==> src/design/dsmp_pkg.sv <==
// Shared types and constants of the discrete unsigned random sampler.
package dsmp_pkg;

  localparam logic [1:0] OMODE_INT   = 2'd0;
  localparam logic [1:0] OMODE_RANGE = 2'd1;
  localparam logic [1:0] OMODE_CONST = 2'd2;
  localparam logic [1:0] OMODE_ENUM  = 2'd3;

  localparam logic [1:0] DMODE_NONE     = 2'd0;
  localparam logic [1:0] DMODE_UNIFORM  = 2'd1;
  localparam logic [1:0] DMODE_DISCRETE = 2'd2;

  localparam logic [2:0] REG_OUTPUT_MODE = 3'd0;
  localparam logic [2:0] REG_DIST_MODE   = 3'd1;
  localparam logic [2:0] REG_RANGE_MIN   = 3'd2;
  localparam logic [2:0] REG_RANGE_MAX   = 3'd3;
  localparam logic [2:0] REG_TABLE_COUNT = 3'd4;
  localparam logic [2:0] REG_SEED        = 3'd5;

  localparam logic [34:0] LCG_MUL    = 35'h5DEECE66D;
  localparam logic [47:0] LCG_ADD    = 48'hB;
  localparam logic [47:0] SEED_RESET = 48'd13070;

  typedef enum logic [3:0] {
    ST_IDLE, ST_LCG_LO, ST_LCG_HI, ST_WALK_RD, ST_WALK_SUB, ST_MUL_LO, ST_MUL_HI,
    ST_SCALE, ST_DIV_LOAD, ST_DIV, ST_IDX, ST_VAL_RD, ST_EMIT
  } state_t;

  typedef enum logic [3:0] {
    OP_NONE, OP_WRITE, OP_LCG_LO, OP_LCG_HI, OP_WALK_RD, OP_WALK_SUB, OP_MUL_LO,
    OP_MUL_HI, OP_SCALE, OP_DIV_LOAD, OP_DIV_STEP, OP_IDX, OP_VAL_RD, OP_EMIT
  } op_t;

  typedef struct packed {
    op_t op;
  } dsmp_cmd_t;

  typedef struct packed {
    logic walk_stop;
    logic div_last;
  } dsmp_stat_t;

  typedef struct packed {
    logic [1:0]  output_mode;
    logic [1:0]  distribution_mode;
    logic [31:0] range_min;
    logic [31:0] range_max;
    logic [4:0]  table_count;
  } dsmp_cfg_t;

endpackage

==> src/design/dsmp_ctrl.sv <==
// Sequencer that steps the sampler datapath through one transaction.
module dsmp_ctrl (
  input  logic                clk,
  input  logic                rst,
  input  logic                start,
  input  logic                action,
  input  dsmp_pkg::dsmp_cfg_t cfg,
  input  dsmp_pkg::dsmp_stat_t stat,
  output dsmp_pkg::dsmp_cmd_t cmd,
  output logic                busy
);
  import dsmp_pkg::*;

  state_t state, state_next;
  state_t route;
  logic   discrete;
  logic   dist_ok;

  assign discrete = (cfg.distribution_mode == DMODE_DISCRETE);
  assign dist_ok  = (cfg.distribution_mode == DMODE_UNIFORM) || discrete;
  assign busy     = (state != ST_IDLE);

  // pick the mapping stage once the fraction or index is known
  always_comb begin
    priority if (cfg.output_mode == OMODE_INT) begin
      route = ST_EMIT;
    end else if (cfg.output_mode == OMODE_RANGE) begin
      route = discrete ? ST_DIV_LOAD : ST_MUL_LO;
    end else begin
      route = ST_IDX;
    end
  end

  always_ff @(posedge clk) begin
    if (rst) begin
      state <= ST_IDLE;
    end else begin
      state <= state_next;
    end
  end

  always_comb begin
    state_next = state;
    cmd.op     = OP_NONE;
    unique case (state)
      ST_IDLE: begin
        if (start) begin
          if (action) begin
            cmd.op = OP_WRITE;
          end else if (cfg.output_mode == OMODE_CONST || !dist_ok) begin
            state_next = ST_EMIT;
          end else begin
            state_next = ST_LCG_LO;
          end
        end
      end
      ST_LCG_LO: begin
        cmd.op     = OP_LCG_LO;
        state_next = ST_LCG_HI;
      end
      ST_LCG_HI: begin
        cmd.op     = OP_LCG_HI;
        state_next = discrete ? ST_WALK_RD : route;
      end
      ST_WALK_RD: begin
        cmd.op     = OP_WALK_RD;
        state_next = ST_WALK_SUB;
      end
      ST_WALK_SUB: begin
        cmd.op     = OP_WALK_SUB;
        state_next = stat.walk_stop ? route : ST_WALK_RD;
      end
      ST_MUL_LO: begin
        cmd.op     = OP_MUL_LO;
        state_next = ST_MUL_HI;
      end
      ST_MUL_HI: begin
        cmd.op     = OP_MUL_HI;
        state_next = ST_SCALE;
      end
      ST_SCALE: begin
        cmd.op     = OP_SCALE;
        state_next = ST_EMIT;
      end
      ST_DIV_LOAD: begin
        cmd.op     = OP_DIV_LOAD;
        state_next = ST_DIV;
      end
      ST_DIV: begin
        cmd.op     = OP_DIV_STEP;
        state_next = stat.div_last ? ST_EMIT : ST_DIV;
      end
      ST_IDX: begin
        cmd.op     = OP_IDX;
        state_next = ST_VAL_RD;
      end
      ST_VAL_RD: begin
        cmd.op     = OP_VAL_RD;
        state_next = ST_EMIT;
      end
      ST_EMIT: begin
        cmd.op     = OP_EMIT;
        state_next = ST_IDLE;
      end
      default: begin
        state_next = ST_IDLE;
      end
    endcase
  end

endmodule

==> config.mk <==
export PLATFORM = sky130hd
export DESIGN_NAME = dsmp_ctrl
export DESIGN_NICKNAME = d
export VERILOG_FILES = /design/src/design/dsmp_pkg.sv /design/src/design/dsmp_ctrl.sv
export SDC_FILE = /design/constraint.sdc
export NUM_CORES = 1
export LEC_CHECK = 0
export ABC_CLOCK_PERIOD_IN_PS = 2140
export CAP_MARGIN = 10
export CORE_AREA = 2 2 39 41
export CTS_CLUSTER_DIAMETER = 40
export CTS_CLUSTER_SIZE = 24
export DETAILED_ROUTE_END_ITERATION = 6
export DIE_AREA = 0 0 41 43
export DONT_BUFFER_PORTS = 1
export GPL_TIMING_DRIVEN = 0
export PLACE_DENSITY = 0.56
export SLEW_MARGIN = 20
export SYNTH_ARGS = -nofsm -noshare
export SYNTH_HDL_FRONTEND = slang
export SYNTH_SLANG_ARGS = --single-unit
==> constraint.sdc <==
create_clock -name clk -period 2.14 [get_ports clk]
set_input_delay 0.107 -clock clk [delete_from_list [all_inputs] [get_ports clk]]
set_output_delay 0.107 -clock clk [all_outputs]
set_load 0.02 [all_outputs]
==> results.json, run 1 <==
{
  "status": "complete, no violations",
  "report.final.hold_viol_count": 0,
  "multi_input_area_um2": 335,
  "reg_top3": "state: 4 flops",
  "drtIter0Drc": 8,
  "postSynthCellCount": 66,
  "crit_path_start_kind": "register",
  "number_of_storage_elements_in_the_synthesis_netlist": 4,
  "clock-sinks": 4,
  "worstHoldPathType": "in -> reg",
  "design.die.area_um2": 1760,
  "critPathArrivalTime_ps": 1650,
  "clkTransAtPathRegs_ps": 40,
  "first_global_vias": 465,
  "ir_worst_vdd_mv": 0.502,
  "setup_tns_after_final_layout_ps": 0,
  "globalRouteTotalUtil_pct": 16.5,
  "number_of_antenna_violations_at_the_first_check_in_global_routing": 0,
  "flow.area_growth_from_synthesis_pct": 9.14,
  "postRouteWirelength_mm": 1.21,
  "finish.utilization_pct": 36.7,
  "drive_above_1_share_pct": 23.2,
  "dr_total_vias": 490,
  "worst_skew_pair.late_latency_ps": 240,
  "cts.root.buffer_cell": "sky130_fd_sc_hd__clkbuf_4",
  "pin_count": 84,
  "avgRoutedWirePerCell_um": 14.3,
  "static_leak_nw": 0.194,
  "critPathCaptureType": "output port",
  "num_antenna_cells": 0,
  "grt_start_max_net_pins": 11,
  "rrSetupSlack_ps": 610,
  "gp_congestion": 0.833,
  "netlist_area_um2": 465,
  "die_height_um": 43,
  "n_fill_cell": 153,
  "clock.fmax_ghz": 0.569,
  "fin_crit_ps": 1760,
  "cts_max_level": 1,
  "hold_fix_buffers_cts": 0,
  "hold_ws_ps": 126,
  "seq_area_frac_synth_pct": 17.2,
  "nNetsFinal": 151,
  "count_of_input_and_output_buffers": 0,
  "cp_data_required_time_ps": 2030,
  "antenna_left": 0,
  "cts_resized": 0,
  "start_util_pct": 33.6,
  "synthArstFlopShare_pct": 0,
  "die_x_um": 41,
  "clk_path_buf_depth": 2,
  "timing_max_transition_violations_final": 0,
  "core.rowCount": 14,
  "dominantRegCellSynth": "sky130_fd_sc_hd__dfxtp_1",
  "worstMarginPinSlew_ps": 769,
  "tritoncts.num_buffers": 3,
  "core_um2": 1380,
  "max_cap_viol_count": 0,
  "power.total_mw": 0.764,
  "vias_per_cell": 5.76,
  "skew_ps": 3.28,
  "grt_overflow": 0,
  "route.detailed.drc": 0,
  "cts_tree": "yes",
  "rsz0062_at_grt": "no",
  "registers.top_by_ff_count": "state",
  "pwr_density_nw_per_um2": 1500,
  "synth.yosys.warnings": 0,
  "final-seq-area_um2": 80.1,
  "hpwlAfterDp_um": 919,
  "synth_area_per_cell_um2": 7.05,
  "length_of_the_first_detailed_routing_pass_in_iterations": 4,
  "synth_enable_flop_cells": 0,
  "timing_worst_setup_path_type": "reg -> out",
  "post-cts-setup-buffers": 0,
  "crit_path_max_fanout": 10,
  "grt_pass1_wl_mm": 1.98,
  "setup_viol": 0,
  "slew_headroom_pct": 48.4,
  "period_share_pct": 82.2,
  "distinct_cell_type_count_after_synthesis": 33,
  "largest_register_ff_count": 4,
  "synth.net_count": 146
}
-- cell usage after synthesis, types with 2 or more instances --
master	n	area share [%]
sky130_fd_sc_hd__o21ai_0	5	5.4
sky130_fd_sc_hd__o211ai_1	2	3.2
sky130_fd_sc_hd__inv_1	4	3.2
sky130_fd_sc_hd__a31oi_1	3	4.0
sky130_fd_sc_hd__a21oi_1	6	6.5
sky130_fd_sc_hd__nor2b_1	2	2.7
sky130_fd_sc_hd__a311oi_1	2	3.8
sky130_fd_sc_hd__dfxtp_1	4	17
sky130_fd_sc_hd__buf_4	2	3.2
sky130_fd_sc_hd__buf_2	3	3.2
sky130_fd_sc_hd__or2_2	2	2.7
sky130_fd_sc_hd__nor3_1	2	2.2
sky130_fd_sc_hd__nand2_1	4	3.2
sky130_fd_sc_hd__nor2_1	6	4.8
-- through the flow --
step,instances,cell area (um2),worst slack (ps)
floorplan,66,465,765
global placement,82,485,600
detailed placement,82,485,598
CTS,85,508,368
global route,85,508,293
finish,85,508,381
-- metal layers --
metal	routed length, um	vias up	global-route usage [%]
met5	0	-	0
met4	14	0	9.33
met3	152	2	8.90
met2	508	24	20.0
met1	537	214	22.3
li1	-	250	-
-- placed cells by master (no fill, tap or decap), types with 2 or more instances in the layout --
master                     count
sky130_fd_sc_hd__o21ai_0       5
sky130_fd_sc_hd__nor2b_1       2
sky130_fd_sc_hd__buf_2         3
sky130_fd_sc_hd__or2_2         2
sky130_fd_sc_hd__nor2_1        6
sky130_fd_sc_hd__a311oi_1      2
sky130_fd_sc_hd__dfxtp_1       4
sky130_fd_sc_hd__a31oi_1       3
sky130_fd_sc_hd__o211ai_1      2
sky130_fd_sc_hd__nand2_1       4
sky130_fd_sc_hd__clkbuf_4      3
sky130_fd_sc_hd__a21oi_1       6
sky130_fd_sc_hd__inv_1         4
sky130_fd_sc_hd__nor3_1        2
sky130_fd_sc_hd__buf_4         2
-- logic make-up (layout without fill, tap and decap cells) --
| kind of cell | Yosys count | count (layout) | synth area share [%] |
|---|---|---|---|
| AOI/OAI and AO/OA | 26 | 26 | 37.1 |
| xor gates and xnor gates | 1 | 1 | 1.88 |
| adders and majority gates | 1 | 1 | 2.69 |
| buffers and inverters | 10 | 13 | 10.7 |
| DFF | 4 | 4 | 17.2 |
| and+or+nand+nor | 24 | 24 | 30.4 |
-- area by class of cell --
type | count | share of cell area, %
flip-flops and latches | 4 | 15.8
well taps | 16 | 3.94
inverters | 4 | 2.96
plain buffers | 6 | 6.90
multi-input cells | 52 | 66.0
clock buffers | 3 | 4.43
-- path summary, 6_finish.rpt --
path,start,end,cells past startpoint
min reg2reg,state[0],state[1],3
max reg2reg,state[3],state[3],5
min,cfg[72],state[1],2
max,state[1],cmd[0],3
-- worst max-delay path, stage by stage (launching register included) --
cell and delay [ps]:
sky130_fd_sc_hd__dfxtp_1 450, sky130_fd_sc_hd__buf_4 230, sky130_fd_sc_hd__a2111oi_0 70, sky130_fd_sc_hd__a311oi_1 660
-- power breakdown --
group / internal, mW / switching (mW) / total, mW / leakage [nW]
sequential: 0.104 / 0.0166 / 0.120 / 0.0328
combinational: 0.190 / 0.357 / 0.547 / 0.147
clock: 0.0629 / 0.0338 / 0.0967 / 0.0138
(Power assumes the default switching activity.)
==> run 2: changes to the inputs <==
--- a/config.mk
+++ b/config.mk
@@ -5,7 +5,7 @@
 export SDC_FILE = /design/constraint.sdc
 export NUM_CORES = 1
 export LEC_CHECK = 0
-export ABC_CLOCK_PERIOD_IN_PS = 2140
+export ABC_CLOCK_PERIOD_IN_PS = 1500
 export CAP_MARGIN = 10
 export CORE_AREA = 2 2 39 41
 export CTS_CLUSTER_DIAMETER = 40
@@ -14,7 +14,7 @@
 export DIE_AREA = 0 0 41 43
 export DONT_BUFFER_PORTS = 1
 export GPL_TIMING_DRIVEN = 0
-export PLACE_DENSITY = 0.56
+export PLACE_DENSITY = 0.58
 export SLEW_MARGIN = 20
 export SYNTH_ARGS = -nofsm -noshare
 export SYNTH_HDL_FRONTEND = slang
==> constraint.sdc (replaced) <==
create_clock -name clk -period 1.5 [get_ports clk]
set_input_delay 0.075 -clock clk [delete_from_list [all_inputs] [get_ports clk]]
set_output_delay 0.075 -clock clk [all_outputs]
set_load 0.02 [all_outputs]
==> run 2 against run 1 <==
Compared with the run above: via count rose by 2.4%; global-route usage rose by 0.92 points; setup slack lost 340 ps; sequential cell count unchanged; combinational power up 63%; critical path type unchanged; highest routed layer unchanged.
==> results.json, run 2 (same netlist as run 1, synthesis figures left out) <==
{
  "status": "complete, no violations",
  "first_global_vias": 463,
  "nNetsFinal": 151,
  "num_antenna_cells": 0,
  "clk_path_buf_depth": 2,
  "period_share_pct": 97.0,
  "worst_skew_pair.late_latency_ps": 240,
  "setup_slack_ps": 45.6,
  "startpoint": "state[3]",
  "clock-sinks": 4,
  "n_fill_cell": 152,
  "die_x_um": 41,
  "pin_count": 84,
  "crit_path_max_fanout": 10,
  "count_of_input_and_output_buffers": 0,
  "grt_pass1_wl_mm": 2.02,
  "avgRoutedWirePerCell_um": 15.1,
  "cp_data_required_time_ps": 1420,
  "static_leak_nw": 0.205,
  "timing_max_transition_violations_final": 0,
  "globalRouteTotalUtil_pct": 17.4,
  "skew_ps": 1.47,
  "gp_congestion": 0.824,
  "core.rowCount": 14,
  "cts_max_level": 1,
  "pwr_density_nw_per_um2": 2180,
  "die_height_um": 43,
  "r2r_cells": 5,
  "cts_tree": "yes",
  "dp_slack_ps": -22.4,
  "cts.root.buffer_cell": "sky130_fd_sc_hd__clkbuf_4",
  "grt_overflow": 0,
  "rrSetupSlack_ps": 160,
  "post-cts-setup-buffers": 0,
  "report.final.hold_viol_count": 0,
  "timing_worst_setup_path_type": "reg -> out",
  "fin_crit_ps": 1450,
  "ir_worst_vdd_mv": 0.833,
  "worst_setup_path_endpoint": "cmd[0]",
  "tritoncts.num_buffers": 3,
  "drive_above_1_share_pct": 31.9,
  "hold_fix_buffers_cts": 0,
  "clkTransAtPathRegs_ps": 40,
  "hpwlAfterDp_um": 942,
  "postRouteWirelength_mm": 1.28,
  "capturing_point_of_the_worst_reg2reg_path": "state[3]",
  "design.die.area_um2": 1760,
  "core_um2": 1380,
  "route.detailed.drc": 0,
  "vias_per_cell": 5.91,
  "finalInstanceArea_um2": 548,
  "setup_viol": 0,
  "critPathArrivalTime_ps": 1380,
  "clock.fmax_ghz": 0.688,
  "antenna_left": 0,
  "slew_headroom_pct": 66.5,
  "placement_stage_cell_area_um2": 485,
  "largest_register_ff_count": 4,
  "hold_ws_ps": 55.4,
  "flow.area_growth_from_synthesis_pct": 17.7,
  "length_of_the_first_detailed_routing_pass_in_iterations": 4,
  "drtIter0Drc": 15,
  "reg_top3": "state: 4 flops",
  "dr_total_vias": 502,
  "number_of_antenna_violations_at_the_first_check_in_global_routing": 0,
  "registers.top_by_ff_count": "state",
  "final_cell_mix": "sky130_fd_sc_hd__nor2_1, sky130_fd_sc_hd__a21oi_1, sky130_fd_sc_hd__clkbuf_4",
  "max_cap_viol_count": 0,
  "worstHoldPathType": "in -> reg",
  "rr_startpoint": "state[3]",
  "critPathCaptureType": "output port",
  "crit_path_start_kind": "register",
  "start_util_pct": 33.6,
  "grt_start_max_net_pins": 11,
  "worstMarginPinSlew_ps": 505,
  "rsz0062_at_grt": "yes"
}
run 2: cell count changes in the layout (fill, tap and decap cells not counted), sizes merged:
| cell | previous run | this run |
|---|---|---|
| buf | 5 | 3 |
| clkbuf | 4 | 6 |
run 2: area by class of cell:
class | count | area (um2) | area share (%)
multi-input combinational | 52 | 369 | 67.4
sequential | 4 | 81.3 | 14.8
buffer | 6 | 40.0 | 7.31
clock buffer | 3 | 22.5 | 4.11
tap | 16 | 20.0 | 3.65
inverter | 4 | 15.0 | 2.74
run 2: worst min-delay path by stage:
stage	from	to	slack (ps)	cells after the start
2_1_floorplan	cfg[72]	state[1]	310	2
3_3_place_gp	cfg[72]	state[1]	330	2
3_5_place_dp	cfg[72]	state[1]	340	2
4_1_cts	rst	state[0]	60	3
5_1_grt	rst	state[0]	70	3
6_report	rst	state[0]	60	3
run 2: power breakdown:
| part | switching (mW) | leakage [nW] | total [mW] | internal [mW] |
|---|---|---|---|---|
| combinational | 0.572 | 0.158 | 0.889 | 0.317 |
| sequential | 0.0239 | 0.0332 | 0.174 | 0.150 |
| clock | 0.0445 | 0.0138 | 0.134 | 0.0895 |
| total | 0.641 | 0.205 | 1.20 | 0.556 |
run 2: critical path, cell delays in order (launching register included):
cell,delay (ps)
sky130_fd_sc_hd__dfxtp_1,280
sky130_fd_sc_hd__buf_2,160
sky130_fd_sc_hd__clkbuf_4,200
sky130_fd_sc_hd__a311oi_2,500
run 2: metal layers:
layer  wire length (um)  vias up  track usage (%)
met3                125        2             7.85
li1                   -      250                -
met2                594       25             22.8
met4                  8        0             8.00
met5                  0        -                0
met1                555      225             23.6
run 2: repair_timing:
action                                  in CTS  in global routing
resized for setup                            5                  6
pin swaps                                    1                  0
endpoints found under the setup margin       6                  7
hold endpoints to repair                     0                  0
run 2: stage by stage:
stage / TNS, ps / utilization (%) / std cells / power [mW]
2_1_floorplan: 0 / - / 66 / 0.827
3_3_place_gp: -42.6 / 35.1 / 82 / 0.946
3_5_place_dp: -22.4 / 35.1 / 82 / 0.949
4_1_cts: 0 / 38.0 / 85 / 1.13
5_1_grt: -34.2 / 39.6 / 85 / 1.30
6_report: 0 / 39.6 / 85 / 1.20
==> run 3: changes to the inputs <==
--- a/config.mk
+++ b/config.mk
@@ -7,14 +7,16 @@
 export LEC_CHECK = 0
 export ABC_CLOCK_PERIOD_IN_PS = 1500
 export CAP_MARGIN = 10
-export CORE_AREA = 2 2 39 41
+export CELL_PAD_IN_SITES_DETAIL_PLACEMENT = 1
+export CELL_PAD_IN_SITES_GLOBAL_PLACEMENT = 1
+export CORE_AREA = 2 2 44 46
 export CTS_CLUSTER_DIAMETER = 40
 export CTS_CLUSTER_SIZE = 24
 export DETAILED_ROUTE_END_ITERATION = 6
-export DIE_AREA = 0 0 41 43
+export DIE_AREA = 0 0 46 48
 export DONT_BUFFER_PORTS = 1
 export GPL_TIMING_DRIVEN = 0
-export PLACE_DENSITY = 0.58
+export PLACE_DENSITY = 0.73
 export SLEW_MARGIN = 20
 export SYNTH_ARGS = -nofsm -noshare
 export SYNTH_HDL_FRONTEND = slang
==> run 3 against run 2 <==
Compared with the run above: global-route usage down 5.6 points; setup slack better by 23 ps; clock power about the same; clock-buffer cell count unchanged; critical path depth up 1; die area up 25%; clock skew up 3.5 ps; core utilization down 7.5 points; critical endpoint is now cmd[3].
==> results.json, run 3 (same netlist as run 1, synthesis figures left out) <==
{
  "die_x_um": 46,
  "length_of_the_first_detailed_routing_pass_in_iterations": 4,
  "gp_congestion": 0.762,
  "count_of_input_and_output_buffers": 0,
  "skew_ps": 4.95,
  "hold_end": "state[0]",
  "critPathArrivalTime_ps": 1360,
  "timing_max_transition_violations_final": 0,
  "dr_total_vias": 502,
  "number_of_antenna_violations_at_the_first_check_in_global_routing": 0,
  "fin_crit_ps": 1430,
  "rr_startpoint": "state[3]",
  "clock-sinks": 4,
  "worst_skew_pair.late_latency_ps": 230,
  "timing.hold.worst_path_depth": 3,
  "rsz0062_at_grt": "yes",
  "final_cell_mix": "sky130_fd_sc_hd__nor2_1, sky130_fd_sc_hd__a21oi_1",
  "core_um2": 1690,
  "nNetsFinal": 151,
  "grt_pass1_wl_mm": 1.94,
  "hold_fix_buffers_cts": 0,
  "timing_worst_setup_path_type": "reg -> out",
  "crit_path_max_fanout": 10,
  "vias_per_cell": 5.84,
  "status": "complete, no violations",
  "report.final.hold_viol_count": 0,
  "r2r_cells": 5,
  "first_global_vias": 463,
  "pin_count": 84,
  "start_util_pct": 27.6,
  "finish.utilization_pct": 32.1,
  "hpwlAfterDp_um": 987,
  "core.rowCount": 15,
  "ir_worst_vdd_mv": 0.551,
  "setup_viol": 0,
  "drtIter0Drc": 8,
  "post-cts-setup-buffers": 0,
  "cp_data_required_time_ps": 1420,
  "drive_above_1_share_pct": 31.9,
  "grt_overflow": 0,
  "power.total_mw": 1.16,
  "max_cap_viol_count": 0,
  "globalRouteTotalUtil_pct": 11.8,
  "cts_tree": "yes",
  "static_leak_nw": 0.204,
  "flow.area_growth_from_synthesis_pct": 16.4,
  "rrSetupSlack_ps": 130,
  "largest_register_ff_count": 4,
  "crit_slowest_cell": "sky130_fd_sc_hd__dfxtp_1",
  "design.die.area_um2": 2210,
  "slowest_delay_ps": 300,
  "hold_path_startpoint": "rst",
  "reg_top3": "state: 4 flops",
  "die_height_um": 48,
  "capturing_point_of_the_worst_reg2reg_path": "state[3]",
  "registers.top_by_ff_count": "state",
  "antenna_left": 0,
  "worstHoldPathType": "in -> reg",
  "cp_cell_sequence": "clkbuf_2, clkbuf_4, a31oi_1, a31oi_2",
  "clkTransAtPathRegs_ps": 40,
  "num_antenna_cells": 0,
  "slew_headroom_pct": 69.9,
  "tritoncts.num_buffers": 3,
  "route.detailed.drc": 0,
  "cts.root.buffer_cell": "sky130_fd_sc_hd__clkbuf_4",
  "clock.fmax_ghz": 0.698,
  "clk_path_buf_depth": 2,
  "grt_start_max_net_pins": 11,
  "pwr_density_nw_per_um2": 2150,
  "postRouteWirelength_mm": 1.26,
  "avgRoutedWirePerCell_um": 14.6,
  "period_share_pct": 95.4,
  "cts_max_level": 1,
  "critPathCaptureType": "output port",
  "worstMarginPinSlew_ps": 454,
  "crit_path_start_kind": "register"
}
[run 3: cell types whose count changed in the layout (fill, tap and decap cells not counted)]
| cell | change |
|---|---|
| sky130_fd_sc_hd__buf_4 | +1 |
| sky130_fd_sc_hd__clkbuf_4 | -1 |
| sky130_fd_sc_hd__o21ai_2 | +1 |
| sky130_fd_sc_hd__o21ai_4 | -1 |
[run 3: power breakdown]
part | internal [mW] | leakage (nW) | switching [mW] | total (mW)
combinational | 0.310 | 0.157 | 0.549 | 0.859
sequential | 0.150 | 0.0332 | 0.0236 | 0.173
clock | 0.0893 | 0.0138 | 0.0420 | 0.131
total | 0.549 | 0.204 | 0.615 | 1.16
[run 3: metrics by stage]
stage | setup WS [ps] | cells | instance area, um2 | hold WS (ps) | setup TNS, ps
after floorplan | 157 | 66 | 465 | 308 | 0
after global placement | -17.2 | 83 | 487 | 338 | -17.2
after detailed placement | -34.2 | 83 | 487 | 350 | -34.2
after CTS | 25.5 | 86 | 527 | 41.4 | 0
after global routing | -1.02 | 86 | 542 | 60.8 | -1.02
final | 68.3 | 86 | 542 | 50.3 | 0
[run 3: how the worst max path moves through the flow]
| stage | startpoint | endpoint | slack (ps) | cells after the start |
|---|---|---|---|---|
| detailed placement | state[3] | state[3] | -30 | 5 |
| finish | state[2] | cmd[3] | 70 | 4 |
| global placement | state[3] | state[3] | -20 | 5 |
| CTS | state[2] | cmd[0] | 30 | 3 |
| global route | state[2] | cmd[3] | -1 | 4 |
| floorplan | state[1] | cmd[0] | 160 | 3 |
[run 3: layer usage]
metal,up-vias,routed length [um],GRT usage (%)
li1,250,-,-
met5,-,0,0
met4,0,0,0
met3,0,105,6.04
met2,17,540,18.1
met1,235,612,15.9
[run 3: worst max-delay path: cells and delay by family, from the launching register on]
family / cells / cell delay, ps
AOI/OAI and AO/OA: 2 / 410
DFF: 1 / 300
buffers and inverters: 2 / 420
[run 3: repair_timing]
action	in CTS	in global routing
pin swaps	1	0
endpoints found under the setup margin	6	6
resized for setup	5	6
[run 3: area by class of cell]
| type | instances | area, um2 |
|---|---|---|
| plain buffers | 6 | 40.0 |
| clock buffers | 3 | 22.5 |
| fillers | 223 | 1150 |
| inverters | 4 | 15.0 |
| multi-input cells | 52 | 362 |
| flip-flops and latches | 4 | 81.3 |
| well taps | 17 | 21.3 |
